<file path="config.mk">
export PLATFORM = sky130hd
export DESIGN_NAME = jls_div
export DESIGN_NICKNAME = d
export VERILOG_FILES = /design/src/jacobi_linear_solver_macros.svh /design/src/jls_pkg.sv /design/src/jls_div.sv
export SDC_FILE = /design/constraint.sdc
export NUM_CORES = 1
export LEC_CHECK = 0
export BUFFER_PORTS_ARGS = -buffer_cell sky130_fd_sc_hd__buf_2
export CAP_MARGIN = 20
export CORE_MARGIN = 4
export CORE_UTILIZATION = 55
export CTS_CLUSTER_DIAMETER = 120
export CTS_CLUSTER_SIZE = 8
export DETAILED_ROUTE_END_ITERATION = 8
export PLACE_DENSITY = 0.83
export SLEW_MARGIN = 20
export SYNTH_ARGS = -nofsm -noshare
export SYNTH_HDL_FRONTEND = slang
export SYNTH_SLANG_ARGS = --single-unit
</file>
<file path="constraint.sdc">
create_clock -name aclk -period 15.9 [get_ports aclk]
set_input_delay 4.77 -clock aclk [delete_from_list [all_inputs] [get_ports aclk]]
set_output_delay 4.77 -clock aclk [all_outputs]
set_load 0.02 [all_outputs]
</file>
<file path="src/jacobi_linear_solver_macros.svh">
// Assertion macros for the Jacobi solver.
// Depends on nothing; included by the top level.
`ifndef JACOBI_LINEAR_SOLVER_MACROS_SVH
`define JACOBI_LINEAR_SOLVER_MACROS_SVH
`define JLS_ASSERT_IMPL(label, clk, rstn, prop, msg) \
    label: assert property (@(posedge clk) disable iff (!rstn) prop) else $error(msg);
`define JLS_ASSERT_NEVER(label, clk, rstn, cond, msg) \
    label: assert property (@(posedge clk) disable iff (!rstn) !(cond)) else $error(msg);
`endif

</file>
<file path="src/jls_pkg.sv">
// Package for the Jacobi solver: widths, codes, command and status types.
// Depends on nothing.
`default_nettype none
package jls_pkg;
    localparam int MaxUnknownsDefault = 32;
    localparam int DataW = 32;
    typedef enum logic [1:0] {
        CMD_LOAD_A = 2'd0, CMD_LOAD_B = 2'd1, CMD_START = 2'd2, CMD_NONE = 2'd3
    } cmd_t;
    typedef enum logic [1:0] {
        ST_CONVERGED = 2'd0, ST_LIMIT = 2'd1, ST_ZERO_DIAG = 2'd2, ST_UNUSED = 2'd3
    } status_t;
    typedef enum logic [1:0] {
        REG_SIZE = 2'd0, REG_TOL = 2'd1, REG_LIMIT = 2'd2, REG_NONE = 2'd3
    } reg_idx_t;
endpackage
`default_nettype wire

</file>
<file path="src/jls_div.sv">
// Restoring divider, one quotient bit a cycle: (num * 65536) / den, truncated.
// Depends on jls_pkg.
`default_nettype none
module jls_div
    import jls_pkg::*;
(
    input  wire logic               aclk,
    input  wire logic               aresetn,
    input  wire logic               start,
    input  wire logic signed [47:0] num,
    input  wire logic signed [31:0] den,
    output logic                    busy,
    output logic                    done,
    output logic signed [31:0]      quot
);
    localparam int NW = 64;
    logic [NW-1:0]  dvd_reg, dvd_next;
    logic [NW-1:0]  q_reg, q_next;
    logic [32:0]    rem_reg, rem_next;
    logic [31:0]    dv_reg, dv_next;
    logic           neg_reg, neg_next;
    logic [6:0]     cnt_reg, cnt_next;
    logic           busy_reg, busy_next, done_reg, done_next;
    logic [NW-1:0]  an;
    logic [33:0]    trial;
    logic signed [64:0] sq;

    always_comb begin
        an = num[47] ? NW'(-({{16{num[47]}}, num})) : NW'({16'd0, num});
        an = {an[47:0], 16'd0};
        trial = {1'b0, rem_reg} * 34'd2 + {33'd0, dvd_reg[NW-1]} - {2'd0, dv_reg};
        dvd_next = dvd_reg; q_next = q_reg; rem_next = rem_reg; dv_next = dv_reg;
        neg_next = neg_reg; cnt_next = cnt_reg; busy_next = busy_reg; done_next = 1'b0;
        if (start) begin
            dvd_next = an; q_next = '0; rem_next = '0;
            dv_next = den[31] ? 32'(-den) : den;
            neg_next = num[47] ^ den[31];
            cnt_next = 7'd64; busy_next = 1'b1;
        end else if (busy_reg) begin
            if (!trial[33]) begin
                rem_next = trial[32:0];
                q_next = {q_reg[NW-2:0], 1'b1};
            end else begin
                rem_next = 33'({rem_reg[31:0], dvd_reg[NW-1]});
                q_next = {q_reg[NW-2:0], 1'b0};
            end
            dvd_next = {dvd_reg[NW-2:0], 1'b0};
            cnt_next = cnt_reg - 7'd1;
            if (cnt_reg == 7'd1) begin
                busy_next = 1'b0; done_next = 1'b1;
            end
        end
        sq = neg_reg ? -$signed({1'b0, q_reg}) : $signed({1'b0, q_reg});
        if (sq > 65'sd2147483647) quot = 32'h7fffffff;
        else if (sq < -65'sd2147483648) quot = 32'h80000000;
        else quot = sq[31:0];
    end
    always_ff @(posedge aclk) begin
        dvd_reg <= dvd_next; q_reg <= q_next; rem_reg <= rem_next;
        dv_reg <= dv_next; neg_reg <= neg_next;
        if (!aresetn) begin
            cnt_reg <= '0; busy_reg <= 1'b0; done_reg <= 1'b0;
        end else begin
            cnt_reg <= cnt_next; busy_reg <= busy_next; done_reg <= done_next;
        end
    end
    assign busy = busy_reg;
    assign done = done_reg;
endmodule
`default_nettype wire

</file>
Yosys cells after proc, flatten, opt, wreduce, memory -nomap -nowiden
Index checks and enable logic that the tools add are counted. W data, S select, Z words.

Output and inout bits: 34. Bits in registers: 187.

Muxes and demuxes: 15. Equal/unequal tests: 1. $lt $le $gt $ge: 2. Bitwise gates (word level): 3. Add/sub/neg operators: 6. Reductions and logical operators: 3.

Operators by type and width (count): $mux W64 (2); $gt A65 B32 Y1 const B (1); $lt A65 B32 Y1 const B (1); $mux W65 (1); $neg A64 Y65 (1); $mux W32 (2); $mux W48 (1); $neg A48 Y48 (1); $add A34 B1 Y34 (1); $sub A34 B32 Y34 (1); $mux W33 (1); $neg A32 Y32 (1); $mux W31 (1); $mux W7 (2); $eq A7 B1 Y1 const B (1); $sub A7 B1 Y7 const B (1); $mux W1 (5); $reduce_or A3 Y1 (1); $not A1 Y1 (2); $reduce_bool A2 Y1 (1); $reduce_or A2 Y1 (1); $xor A1 B1 Y1 (1).

Longest topological paths before layout
Word-level depth: 5. Gate-level depth with buffers: 14. Gate-level depth less buffers: 13.

Least setup slack after synthesis
Ideal clock, no wire load.

Path kind: reg-to-output. From: reg q_reg[8]. To: out quot[0]. Arrival: 3.749 ns. Cell stages (with the launch flop): 14. Path buffers: 3. Required time: 11.130 ns. Path slack: 7.381 ns. Cells stage by stage: dfxtp_1 > or4_1 > buf_6 > nor3_4 > nand4_4 > or3_1 > buf_2 > o21ai_0 > xor2_1 > or4_1 > nor3_1 > a21oi_1 > clkbuf_2 > o21ai_0.

Cells in the longest elaborated chain, start to end: 5. Elaborated cells on any way between the ends: 6. Classes of those cells: add/sub (1); order compare (2); mux (3).

RTL lines: start, declared (line jls_div.sv:18) `logic [NW-1:0] q_reg, q_next;`; start signal, assigned (line jls_div.sv:59) `dvd_reg <= dvd_next; q_reg <= q_next; rem_reg <= rem_next;`; $neg A64 Y65 (line jls_div.sv:53) `sq = neg_reg ? -$signed({1'b0, q_reg}) : $signed({1'b0, q_reg});`; $mux W65 * (line jls_div.sv:53); $lt A65 B32 Y1 (line jls_div.sv:55) `else if (sq < -65'sd2147483648) quot = 32'h80000000;`; $mux W32 (line jls_div.sv:55); $mux W32 * (line jls_div.sv:54) `if (sq > 65'sd2147483647) quot = 32'h7fffffff;`; end, declared (line jls_div.sv:14) `output logic signed [31:0] quot`.

Every way passes the cells marked *; elsewhere a longest branch is shown, timed or not.

Worst setup path in the final report
From: reg q_reg[8]. To: out quot[19].

The elaborated chain is that of the path after synthesis.

==> results.yml <==
detailed_routing:
  firstDrtPassIters: 8
  drt_first_iter_violations: 980
  routedWlPerCell_um: 15.5
  via_per_inst: 6.02
  vias: 10801
  drc_errors: 0
  ant_nets: 0
  finalWirelength_um: 27900
power:
  comb_power_share: 0.362
  seqPwrFrac: 0.371
  p_int_mw: 0.944
  swShare: 0.373
  power.switching_mw: 0.561
  power_leakage_nw: 5.52
  pwr-share-clk: 0.267
  peakVddDrop_mv: 0.0869
  p_per_area_nw_per_um2: 109
setup_path:
  endpoint_kind: "primary output"
  reg2reg_depth: 12
  reg2reg_slack_ps: 11720
  critical-path-top-delay-family: "simple AND/OR/NAND/NOR gates"
  required_ps: 11130
  startpoint: "q_reg[8]$_SDFFE_PP0P_"
  crit_chain: "or4_1 -> nor4_1 -> nand4b_1 -> o31a_1 -> o22ai_1 -> nand4_1 -> nor4_1 -> nand4_1 -> o41ai_4 -> buf_4 -> o21ai_1 -> buf_2"
  crit_fanout: 31
  arrival_ps: 4680
  cp-start-kind: "flip-flop"
  r2r-end: "rem_reg[9]$_SDFFE_PP0P_"
  rr_startpoint: "rem_reg[17]$_SDFFE_PP0P_"
  max_stage_delay_ps: 740
  critPathBufInv: 2
  critPathSlowestCell: "or4_1"
  worstSetupPathType: "flip-flop to primary output"
placed_design:
  place.gp.congestion: 0.937
  portBuffers: 116
  placed_area_um2: 13200
  hpwl_um: 19600
  place_inst: 1761
floorplan:
  die_h_um: 159
  num_rows: 55
  die_w_um: 159
  start_util: 0.558
  die-area_um2: 25400
  io_pins: 117
  core_um2: 22600
synthesis:
  synth_cell_type_count: 75
  synth_fp_nets: 1565
  synth_ff_type: "dfxtp_1"
  synth_area_um2: 12600
  synth_common_cells: "nor2_1 (191), dfxtp_1 (106), xor2_1 (88)"
  synth_top_area_frac: 0.193
  syn-instance-count: 1444
  syn_avg_cell_area_um2: 8.72
  seq_area_frac_synth: 0.362
  ys_ff_latch: 187
  synth_area_leaders: "edfxtp_1 (19%), dfxtp_1 (17%), mux2i_1 (6.9%), xor2_1 (6.1%), nor2_1 (5.7%)"
  yosys_warnings: 0
  synth_edf_count: 81
  synth_top_area_cell: "edfxtp_1"
  synth.most_common_cell: "nor2_1"
  synthArstFlopShare: 0
clock_tree:
  cts_max_path_buffers: 2
  cts_root_buffer: "clkbuf_16"
  cts_resized: 0
  cts_made_buffers: 17
  cts.sinks: 187
  clkTransAtPathRegs_ps: 70
  htree_levels: 4
  cts_tree: "done"
  cts_setup_buffers: 0
  ctsHoldBuffers: 0
  worstSkewPairLatency_ps: 430
final_layout:
  stdcell_area_um2: 13800
  syn_to_final_growth_pct: 9.36
  finalNetCount: 1616
  drive_gt1_frac: 0.126
  final_core_util: 0.610
  largest_reg_flops: 64
  final_cells: 1794
worst_hold_path:
  whs_path_depth: 2
  holdPathEnd: "cnt_reg[1]$_SDFFE_PP0P_"
  hold_class: "flip-flop to flip-flop"
  worstHoldStart: "cnt_reg[1]$_SDFFE_PP0P_"
grt:
  grt_max_degree: 122
  grt_pass1_wl_um: 46800
  grt_pass1_vias: 9980
  grt_use_total: 0.213
  antenna_found_initial: 1
  grt-ovfl-total: 0
timing:
  final_max_slew_viol_count: 0
  finalCritPeriodShare: 0.594
  final-setup-viol-count: 0
  rsz0062_at_grt: "no"
  period_minus_slack_ps: 9450
  hold_ws_ps: 496
  fin_setup_tns_ps: 0
  hold_viol: 0
  worst_slew_pin_slew_ps: 1090
  finClkSkew_ps: 16.8
  maxSlewHeadroom: 0.275
  fmax_mhz: 106
run:
  drv_cap: 0
outcome:
  outcome: "completed"
worst reg2reg max path, stage by stage (launching register included):
cell and delay (ps):
dfxtp_1 330, ha_1 370, a21oi_1 260, o21ai_0 180
a221oi_1 290, o21ai_0 130, a221o_1 400, o21ai_0 200
nor3b_2 810, buf_4 460, mux2_2 400, mux2i_1 150
nor2_1 60
final cells by class:
class,instances,area [um^2]
sequential,187,4560
clock inverter,14,109
inverter,58,218
timing repair buffer,121,624
antenna,1,2.50
clock buffer,18,429
tap,285,357
fill,1937,8800
multi-input combinational,1110,7480
power groups by stage:
stage	sequential (mW)	combinational, mW	clock [mW]
2_1_floorplan	0.561	0.406	0
3_3_place_gp	0.568	0.525	0
3_5_place_dp	0.569	0.539	0
4_1_cts	0.559	0.541	0.407
5_1_grt	0.563	0.594	0.427
6_report	0.559	0.545	0.402
routing by layer:
metal	wire length, um	track usage	up-vias
met2	13200	0.356	364
met5	0	0	-
met1	12700	0.286	5053
met4	486	0.0659	0
met3	1480	0.0318	41
li1	-	-	5343
how the worst max path moves through the flow:
stage                    end  slack (ps)  depth (start not counted)
detailed placement  quot[10]        6830                         11
floorplan            quot[0]        7380                         13
global placement     quot[9]        6990                         11
finish              quot[19]        6450                         12
CTS                  quot[9]        6360                         11
global route        quot[10]        6170                         12
through the flow:
stage	setup WS, ps	total power [mW]
6_report	6450	1.50
5_1_grt	6170	1.58
4_1_cts	6360	1.51
3_5_place_dp	6830	1.11
3_3_place_gp	6990	1.09
2_1_floorplan	7380	0.967
layout by cell type (no fill, tap or decap), drive strengths merged, types with 18 or more instances in the layout:
cell    Yosys  final
a21oi      79     79
buf        17    121
clkbuf     72     18
dfxtp     106    106
edfxtp     81     81
ha         37     37
inv        58     69
mux2i      87     87
nand2      78     78
nand3      21     21
nor2      191    191
nor3       31     31
nor4       25     25
o21ai     118    118
o31ai      40     40
o41ai      26     26
or3        22     22
or4        21     21
xnor2      68     68
xor2       88     88
cell families after synthesis:
group / Yosys count / synth area share
AND/OR/NAND/NOR: 464 / 0.186
AO/OA/AOI/OAI: 359 / 0.184
flip-flops: 187 / 0.362
XOR/XNOR: 156 / 0.108
buffers and inverters: 147 / 0.0468
multiplexers: 93 / 0.0745
adder cells (fa/ha/maj): 38 / 0.0383
Note: power is estimated with default switching activity, not from simulation.
