File: config.mk
export PLATFORM = sky130hd
export DESIGN_NAME = jls_ram
export DESIGN_NICKNAME = d
export VERILOG_FILES = /design/src/jacobi_linear_solver_macros.svh /design/src/jls_ram.sv
export SDC_FILE = /design/constraint.sdc
export NUM_CORES = 1
export LEC_CHECK = 0
export ABC_AREA = 1
export BUFFER_PORTS_ARGS = -buffer_cell sky130_fd_sc_hd__buf_4
export CAP_MARGIN = 0
export CORE_MARGIN = 2
export CORE_UTILIZATION = 43
export CTS_BUF_LIST = sky130_fd_sc_hd__clkbuf_2
export CTS_CLUSTER_DIAMETER = 30
export DETAILED_ROUTE_END_ITERATION = 10
export GPL_ROUTABILITY_DRIVEN = 0
export PLACE_DENSITY_LB_ADDON = 0.25
export SYNTH_ARGS = -nofsm -noshare
export SYNTH_HDL_FRONTEND = slang
export SYNTH_SLANG_ARGS = --single-unit
File: constraint.sdc
create_clock -name aclk -period 6.8 [get_ports aclk]
set_input_delay 1.36 -clock aclk [delete_from_list [all_inputs] [get_ports aclk]]
set_output_delay 1.36 -clock aclk [all_outputs]
set_load 0.01 [all_outputs]
File: src/jacobi_linear_solver_macros.svh
// Assertion macros for the Jacobi solver.
// Depends on nothing; included by the top level.
`ifndef JACOBI_LINEAR_SOLVER_MACROS_SVH
`define JACOBI_LINEAR_SOLVER_MACROS_SVH
`define JLS_ASSERT_IMPL(label, clk, rstn, prop, msg) \
    label: assert property (@(posedge clk) disable iff (!rstn) prop) else $error(msg);
`define JLS_ASSERT_NEVER(label, clk, rstn, cond, msg) \
    label: assert property (@(posedge clk) disable iff (!rstn) !(cond)) else $error(msg);
`endif

File: src/jls_ram.sv
// Generic single-port-write, single-port-read RAM with a registered read.
// Depends on nothing.
`default_nettype none
module jls_ram #(
    parameter int Width = 32,
    parameter int Depth = 32
) (
    input  wire logic                     aclk,
    input  wire logic                     we,
    input  wire logic [$clog2(Depth)-1:0] waddr,
    input  wire logic [Width-1:0]         wdata,
    input  wire logic [$clog2(Depth)-1:0] raddr,
    output logic      [Width-1:0]         rdata
);
    logic [Width-1:0] mem [Depth];
    always_ff @(posedge aclk) begin
        if (we) mem[waddr] <= wdata;
        rdata <= mem[raddr];
    end
endmodule
`default_nettype wire

Word level (Yosys, flattened, before mapping):

Memories as Yosys holds them, arrays and structs flattened. A register that Yosys moved wholly into a read port is not among the register bits.
Index checks and enable logic that the tools add are counted.

* multiplexer cells: 2

Operators by type and width (count)
* $mux 1: 2

* register bits after elaboration: 0
* bits in writable memories: 1024
* bits of input ports: 44
* output and inout port bits: 32
* word-level logic and storage cells: 3
* memories: 1

Memories
* mem: words 32, bits a word 32, read ports 1, clocked after Yosys merged registers in 1, write ports 1, line jls_ram.sv:15 `logic [Width-1:0] mem [Depth];`

Depth between registers and ports, before layout:

Gate-level depths: netlist of run 1.

* word-level depth: 2
* depth in mapped cells: 12
* depth with buffers taken out: 9

Least setup slack after synthesis of run 1:

No wires, ideal clock.

* path kind: input-to-reg
* from: input waddr[0]
* to: memory mem[0][0] (enable)
* library setup time: 0.421 ns
* arrival time: 3.015 ns
* data required time: 6.379 ns
* path slack: 3.364 ns
* stages: 3
* buffers on the path: 0
* cells stage by stage: inv_1 -> nand3_1 -> nor2_1

RTL lines
* from (decl): line jls_ram.sv:10 `input wire logic [$clog2(Depth)-1:0] waddr,`
* to (decl): line jls_ram.sv:15

No word-level cell before the write port.

Final worst setup path of run 1:

* from: register rdata[18], read port of mem
* to: output rdata[18]

RTL lines
* from (decl): line jls_ram.sv:13 `output logic [Width-1:0] rdata`

No word-level cell between the ends.

==> results of run 1 <==
synthesized netlist by cell type:
cell type,n,area [sq um]
inv_2,2,7.51
inv_1,7,26.3
clkbuf_1,24,90.1
nor2_1,32,120
buf_6,66,743
dfxtp_1,32,641
buf_2,83,415
inv_8,1,11.3
buf_4,24,180
buf_1,18,67.6
nand2_1,1440,5410
edfxtp_1,1024,30700
buf_8,3,45.0
nand3_1,780,3900
kinds of logic after synthesis:
| kind of cell | Yosys count | share of synthesized area (%) |
|---|---|---|
| AND/OR/NAND/NOR | 2252 | 22.2 |
| flip-flops | 1056 | 74.0 |
| buffers and inverters | 228 | 3.74 |
cell type report:
| class | count | share of cell area, % |
|---|---|---|
| flip-flops and latches | 1056 | 68.0 |
| multi-input cells | 2252 | 20.9 |
| clock buffers | 413 | 4.48 |
| well taps | 1287 | 3.49 |
| repair buffers | 124 | 2.22 |
| clock inverters | 50 | 0.718 |
| inverters | 10 | 0.146 |
| diodes | 4 | 0.0217 |
final timing paths:
check	depth (start not counted)	end	from	slack, ps
worst max-delay path	1	rdata[18]	rdata[18]	3200
worst min-delay path	1	mem[27][1]	wdata[1]	240
worst max register to register	8	rdata[20]	mem[29][20]	5400
worst min register to register	8	rdata[18]	mem[0][18]	710
registers in the layout, summed over array words and instances, names as in the netlist:
| register | flops |
|---|---|
| rdata | 32 |
| mem | 1024 |
power groups by stage:
stage | combinational (mW) | clock [mW] | sequential [mW]
after floorplan | 0.498 | 0 | 7.41
after global placement | 0.828 | 0 | 7.41
after detailed placement | 0.831 | 0 | 7.41
after CTS | 0.833 | 4.39 | 7.26
after global routing | 0.914 | 4.73 | 7.27
final | 0.831 | 4.27 | 7.26
layer usage:
layer / up-vias / wire length (um) / GRT usage, %
met3: 228 / 8780 / 5.18
met1: 13500 / 48700 / 30.5
met4: 6 / 3460 / 8.65
met5: - / 36 / 0
met2: 1133 / 55900 / 37.0
li1: 12900 / - / -
==> impl_metrics.toml, run 1 <==
[worst_setup_path]
path_cells = "buf_4"
cp_max_fo = 1
cp-end-kind = "output pin"
path_class = "reg2out"
crit_path_top_delay_cell = "dfxtp_1"
crit_family = "flip-flops"
path_buf_inv = 1
start_kind = "flip-flop"
cpPeakStageDelay_ps = 570
arrival_ps = 2240
critical_path_required_ps = 5440

[layout]
layout_common_cells = "1,440 x nand2_1, 1,024 x edfxtp_1, 780 x nand3_1, 413 x clkbuf_2, 115 x buf_4"
n_fill_cell = 8931
layout.nets = 3776
area_growth_pct = 8.88
finalNonFillerCells = 5196
final_common_cell = "nand2_1"
drive_gt1_share_pct = 15.1
multiInputGateArea_sq_um = 9670
utilization_pct = 47.0
seq_area_sq_um = 31400
final_area_sq_um = 46200

[synth]
syn-cell-area_sq_um = 42400
syn-instance-count = 3536
ys_seq_area_share_pct = 74.0
syn_avg_cell_area_sq_um = 12.0
synth_cell_type_count = 14
ys.warnings.count = 0
ys_seq_elements = 1056
syn_nets = 3580

[route]
viasPerCell = 5.34
vias = 27700
ant_nets = 0
drcViolationCount = 0
dr.pass1.iters = 6
drt-total-wl_mm = 117
detail_route.wl_per_cell_um = 22.5
drt_iter0_drc = 3042

[global_routing]
grt_max_degree = 191
antenna_found_initial = 5
grt_pass1_vias = 27100
grt_pass1_wl_mm = 173
grtUsageTotal_pct = 23.0
grt_overflow_total = 0

[clock_network]
cts_sinks = 1056
ctsHoldBuffers = 0
cts.clk_slew.worst_paths_ps = 110
cts-root-to-sink-buffers = 4
clock_latency_ps = 1530
cts_buffers = 288
clock-root-buffer = "clkbuf_2"
cts_tree = "built"
post-cts-setup-buffers = 0
ctsResizeCount = 0
ctsHtreeMaxLevel = 5

[run]
max_cap_viol_count = 0

[timing]
timing.slew.headroom_pct = 11.1
maxSlewViolCount = 0
hold_slack_ps = 239
fmax_mhz = 278
timing.final.crit_period_ps = 3600
rsz0062_at_grt = "false"
hold_viol_final = 0
skew_ps = 146
tns_ps = 0
setup_viol = 0
fin_ws_ps = 3200
worst_pin_slew_ps = 1330
finalCritPeriodShare_pct = 53.0

[die]
initial_utilization_pct = 43.2
die_h_um = 318
ios = 76
die_area_sq_um = 101000
die_x_um = 318
core_sq_um = 98100
rows = 115

[place]
dpl_cell_area_sq_um = 43800
pre_cts_slack_ps = 2670
port_buffers = 75
dp_hpwl_mm = 57.0
dp_cells = 4729

[power]
irDropWorstVdd_mv = 0.130
total_power_mw = 12.4
clockPowerShare_pct = 34.6
switching_share_pct = 25.4
power_frac_seq_pct = 58.7
share_comb_of_total_power_pct = 6.7
net-switching-power_mw = 3.13
internal_power_mw = 9.23
leakagePower_nw = 17.3
p_per_area_nw_per_um2 = 268

[worst_hold_path]
min_path_type = "in2reg"

[status]
outcome = "finished clean"
Note: power is estimated with default switching activity, not from simulation.
==> run 2, diff against run 1 <==
--- a/config.mk
+++ b/config.mk
@@ -5,7 +5,7 @@
 export SDC_FILE = /design/constraint.sdc
 export NUM_CORES = 1
 export LEC_CHECK = 0
-export ABC_AREA = 1
+export ABC_AREA = 0
 export BUFFER_PORTS_ARGS = -buffer_cell sky130_fd_sc_hd__buf_4
 export CAP_MARGIN = 0
 export CORE_MARGIN = 2
==> constraint.sdc (replaced) <==
create_clock -name aclk -period 3.24 [get_ports aclk]
set_input_delay 0.648 -clock aclk [delete_from_list [all_inputs] [get_ports aclk]]
set_output_delay 0.648 -clock aclk [all_outputs]
set_load 0.01 [all_outputs]
==> impl_metrics.toml, run 2 <==
[synth]
synthTopCellsByArea = "edfxtp_1 76%, mux2i_1 13%, a22oi_1 1.8%"
ys_seq_area_share_pct = 77.5
async_flop_share_pct = 0
synth_top_area_cell = "edfxtp_1"
syn-instance-count = 2260
syn_avg_cell_area_sq_um = 17.9
syn_nets = 2304
syn-cell-area_sq_um = 40500
yosysMostFrequentCell = "edfxtp_1"
ys_top_cells_by_count = "1,024 x edfxtp_1, 512 x mux2i_1, 98 x nand2_1, 98 x nand3_1"
synth_enable_flop_cells = 1024
synth_cell_type_count = 25
synth_ff_type = "edfxtp_1"
ys_seq_elements = 1056
synth_top_cell_area_share_pct = 76.0
ys.warnings.count = 0

[place]
dp_cells = 3562
dp_hpwl_mm = 54.1
port_buffers = 75

[clock_network]
ctsHoldBuffers = 66
clock_latency_ps = 1450
cts.clk_slew.worst_paths_ps = 100
cts_sinks = 1056
cts_tree = "built"
cts-root-to-sink-buffers = 4
post-cts-setup-buffers = 0
clock-root-buffer = "clkbuf_2"
ctsHtreeMaxLevel = 5
cts_buffers = 275
ctsResizeCount = 0

[worst_setup_path]
crit_cells = 10
cp-end-kind = "flip-flop"
arrival_ps = 4430
start_kind = "input pin"
worst_path_most_repeated_cell = "dlygate4sd3_1"
path_class = "in2reg"
path_buf_inv = 6
critical_path_required_ps = 4550
cpPeakStageDelay_ps = 900
crit_family = "buffers and inverters"
r2r_cells = 7
cp_max_fo = 8
crit_path_top_delay_cell = "dlygate4sd3_1"
path_cells = "dlygate4sd3_1 -> buf_4 -> nor2_4 -> dlygate4sd3_1 -> nand2_1 -> dlygate4sd3_1 -> a31oi_1 -> dlygate4sd3_1 -> nand3_1 -> dlygate4sd3_1"

[layout]
final_common_cell = "edfxtp_1"
finalNonFillerCells = 4088
layout_common_cells = "1,024 x edfxtp_1, 512 x mux2i_1, 402 x clkbuf_2, 133 x buf_4, 98 x nand3_1"
reg.largest.list = "mem (1024), rdata (32)"
area_growth_pct = 14.8
largest_reg_flops = 1024
regMostFlops = "mem"
n_fill_cell = 7909
drive_gt1_share_pct = 22.4
layout.nets = 2695

[timing]
finalCritPeriodShare_pct = 96.3
skew_ps = 107
rsz0062_at_grt = "false"
timing.slew.headroom_pct = 36.7
tns_ps = 0
maxSlewViolCount = 0
setup_viol = 0
timing.final.crit_period_ps = 3120
fmax_mhz = 320
worst_pin_slew_ps = 946
hold_viol_final = 0

[die]
core_sq_um = 93300
ios = 76
die_h_um = 311
die_area_sq_um = 96600
die_x_um = 311
initial_utilization_pct = 43.4
rows = 112

[global_routing]
antenna_found_initial = 3
grt_pass1_wl_mm = 147
grt_max_degree = 70
grt_pass1_vias = 22900
grtUsageTotal_pct = 20.7
grt_overflow_total = 0

[route]
drt_iter0_drc = 2018
vias = 22200
drt-total-wl_mm = 100
drcViolationCount = 0
ant_nets = 0
viasPerCell = 5.44
detail_route.wl_per_cell_um = 24.6
dr.pass1.iters = 5

[worst_hold_path]
min_path_type = "in2reg"
worstHoldPathCells = 2

[power]
leakagePower_nw = 16.7
p_per_area_nw_per_um2 = 554
irDropWorstVdd_mv = 0.241

[run]
max_cap_viol_count = 0

[status]
outcome = "finished clean"
==> run 2: cell count changes after synthesis, moves of 32 or more <==
cell     delta
buf_2      -57
nor3_1     +32
nand3_1   -682
a31oi_1    +32
mux2i_1   +512
buf_6      -51
a22oi_1    +96
a22o_1     +64
a21oi_1    +96
nand2_1  -1342
==> run 2: through the flow <==
stage          util, %  hold WS, ps  worst slack (ps)  instance area, sq um  total power [mW]
2_1_floorplan        -          553               158                 40500              16.3
3_3_place_gp      46.5          582               550                 43400              17.0
3_5_place_dp      46.5          594               542                 43400              17.1
4_1_cts           49.8         1.19               239                 46500              26.0
5_1_grt           49.8         46.0               118                 46500              26.8
6_report          49.8          192               118                 46500              25.7
==> run 2: final cells by class <==
class	instances	area [sq um]	area share, %
multi-input combinational	1077	8610	18.5
tap	1254	1570	3.38
timing repair buffer	241	2490	5.37
clock inverter	56	402	0.864
sequential	1056	31400	67.5
antenna	2	5.00	0.0108
clock buffer	402	2010	4.33
==> run 2: cell families after synthesis <==
family | share of synthesized area [%]
compound gates | 4.85
buf+inv | 1.86
flops | 77.5
mux | 12.7
simple gates | 3.10
==> run 2: path summary, 6_finish.rpt <==
check              startpoint           to  slack (ps)
setup / recovery     raddr[1]    rdata[20]         120
hold / removal      wdata[31]  mem[19][31]         190
setup reg to reg  mem[17][20]    rdata[20]         680
hold reg to reg   mem[26][31]    rdata[31]         570
==> run 2: power breakdown <==
part,total (mW),internal (mW),switching (mW),leakage [nW]
sequential,15.2,15.2,0.0843,9.49
clock,8.91,3.83,5.08,1.86
combinational,1.58,0.601,0.976,5.38
total,25.7,19.6,6.14,16.7
==> run 2: metal layers <==
| layer | track usage, % | routed length (um) | share of wire, % | vias to the layer above |
|---|---|---|---|---|
| met1 | 26.6 | 41600 | 41 | 11400 |
| met4 | 7.04 | 1980 | 2.0 | 2 |
| met3 | 5.00 | 7060 | 7.0 | 150 |
| met2 | 34.4 | 49800 | 50 | 772 |
| li1 | - | - | - | 9913 |
| met5 | 0 | 11 | 0.011 | - |
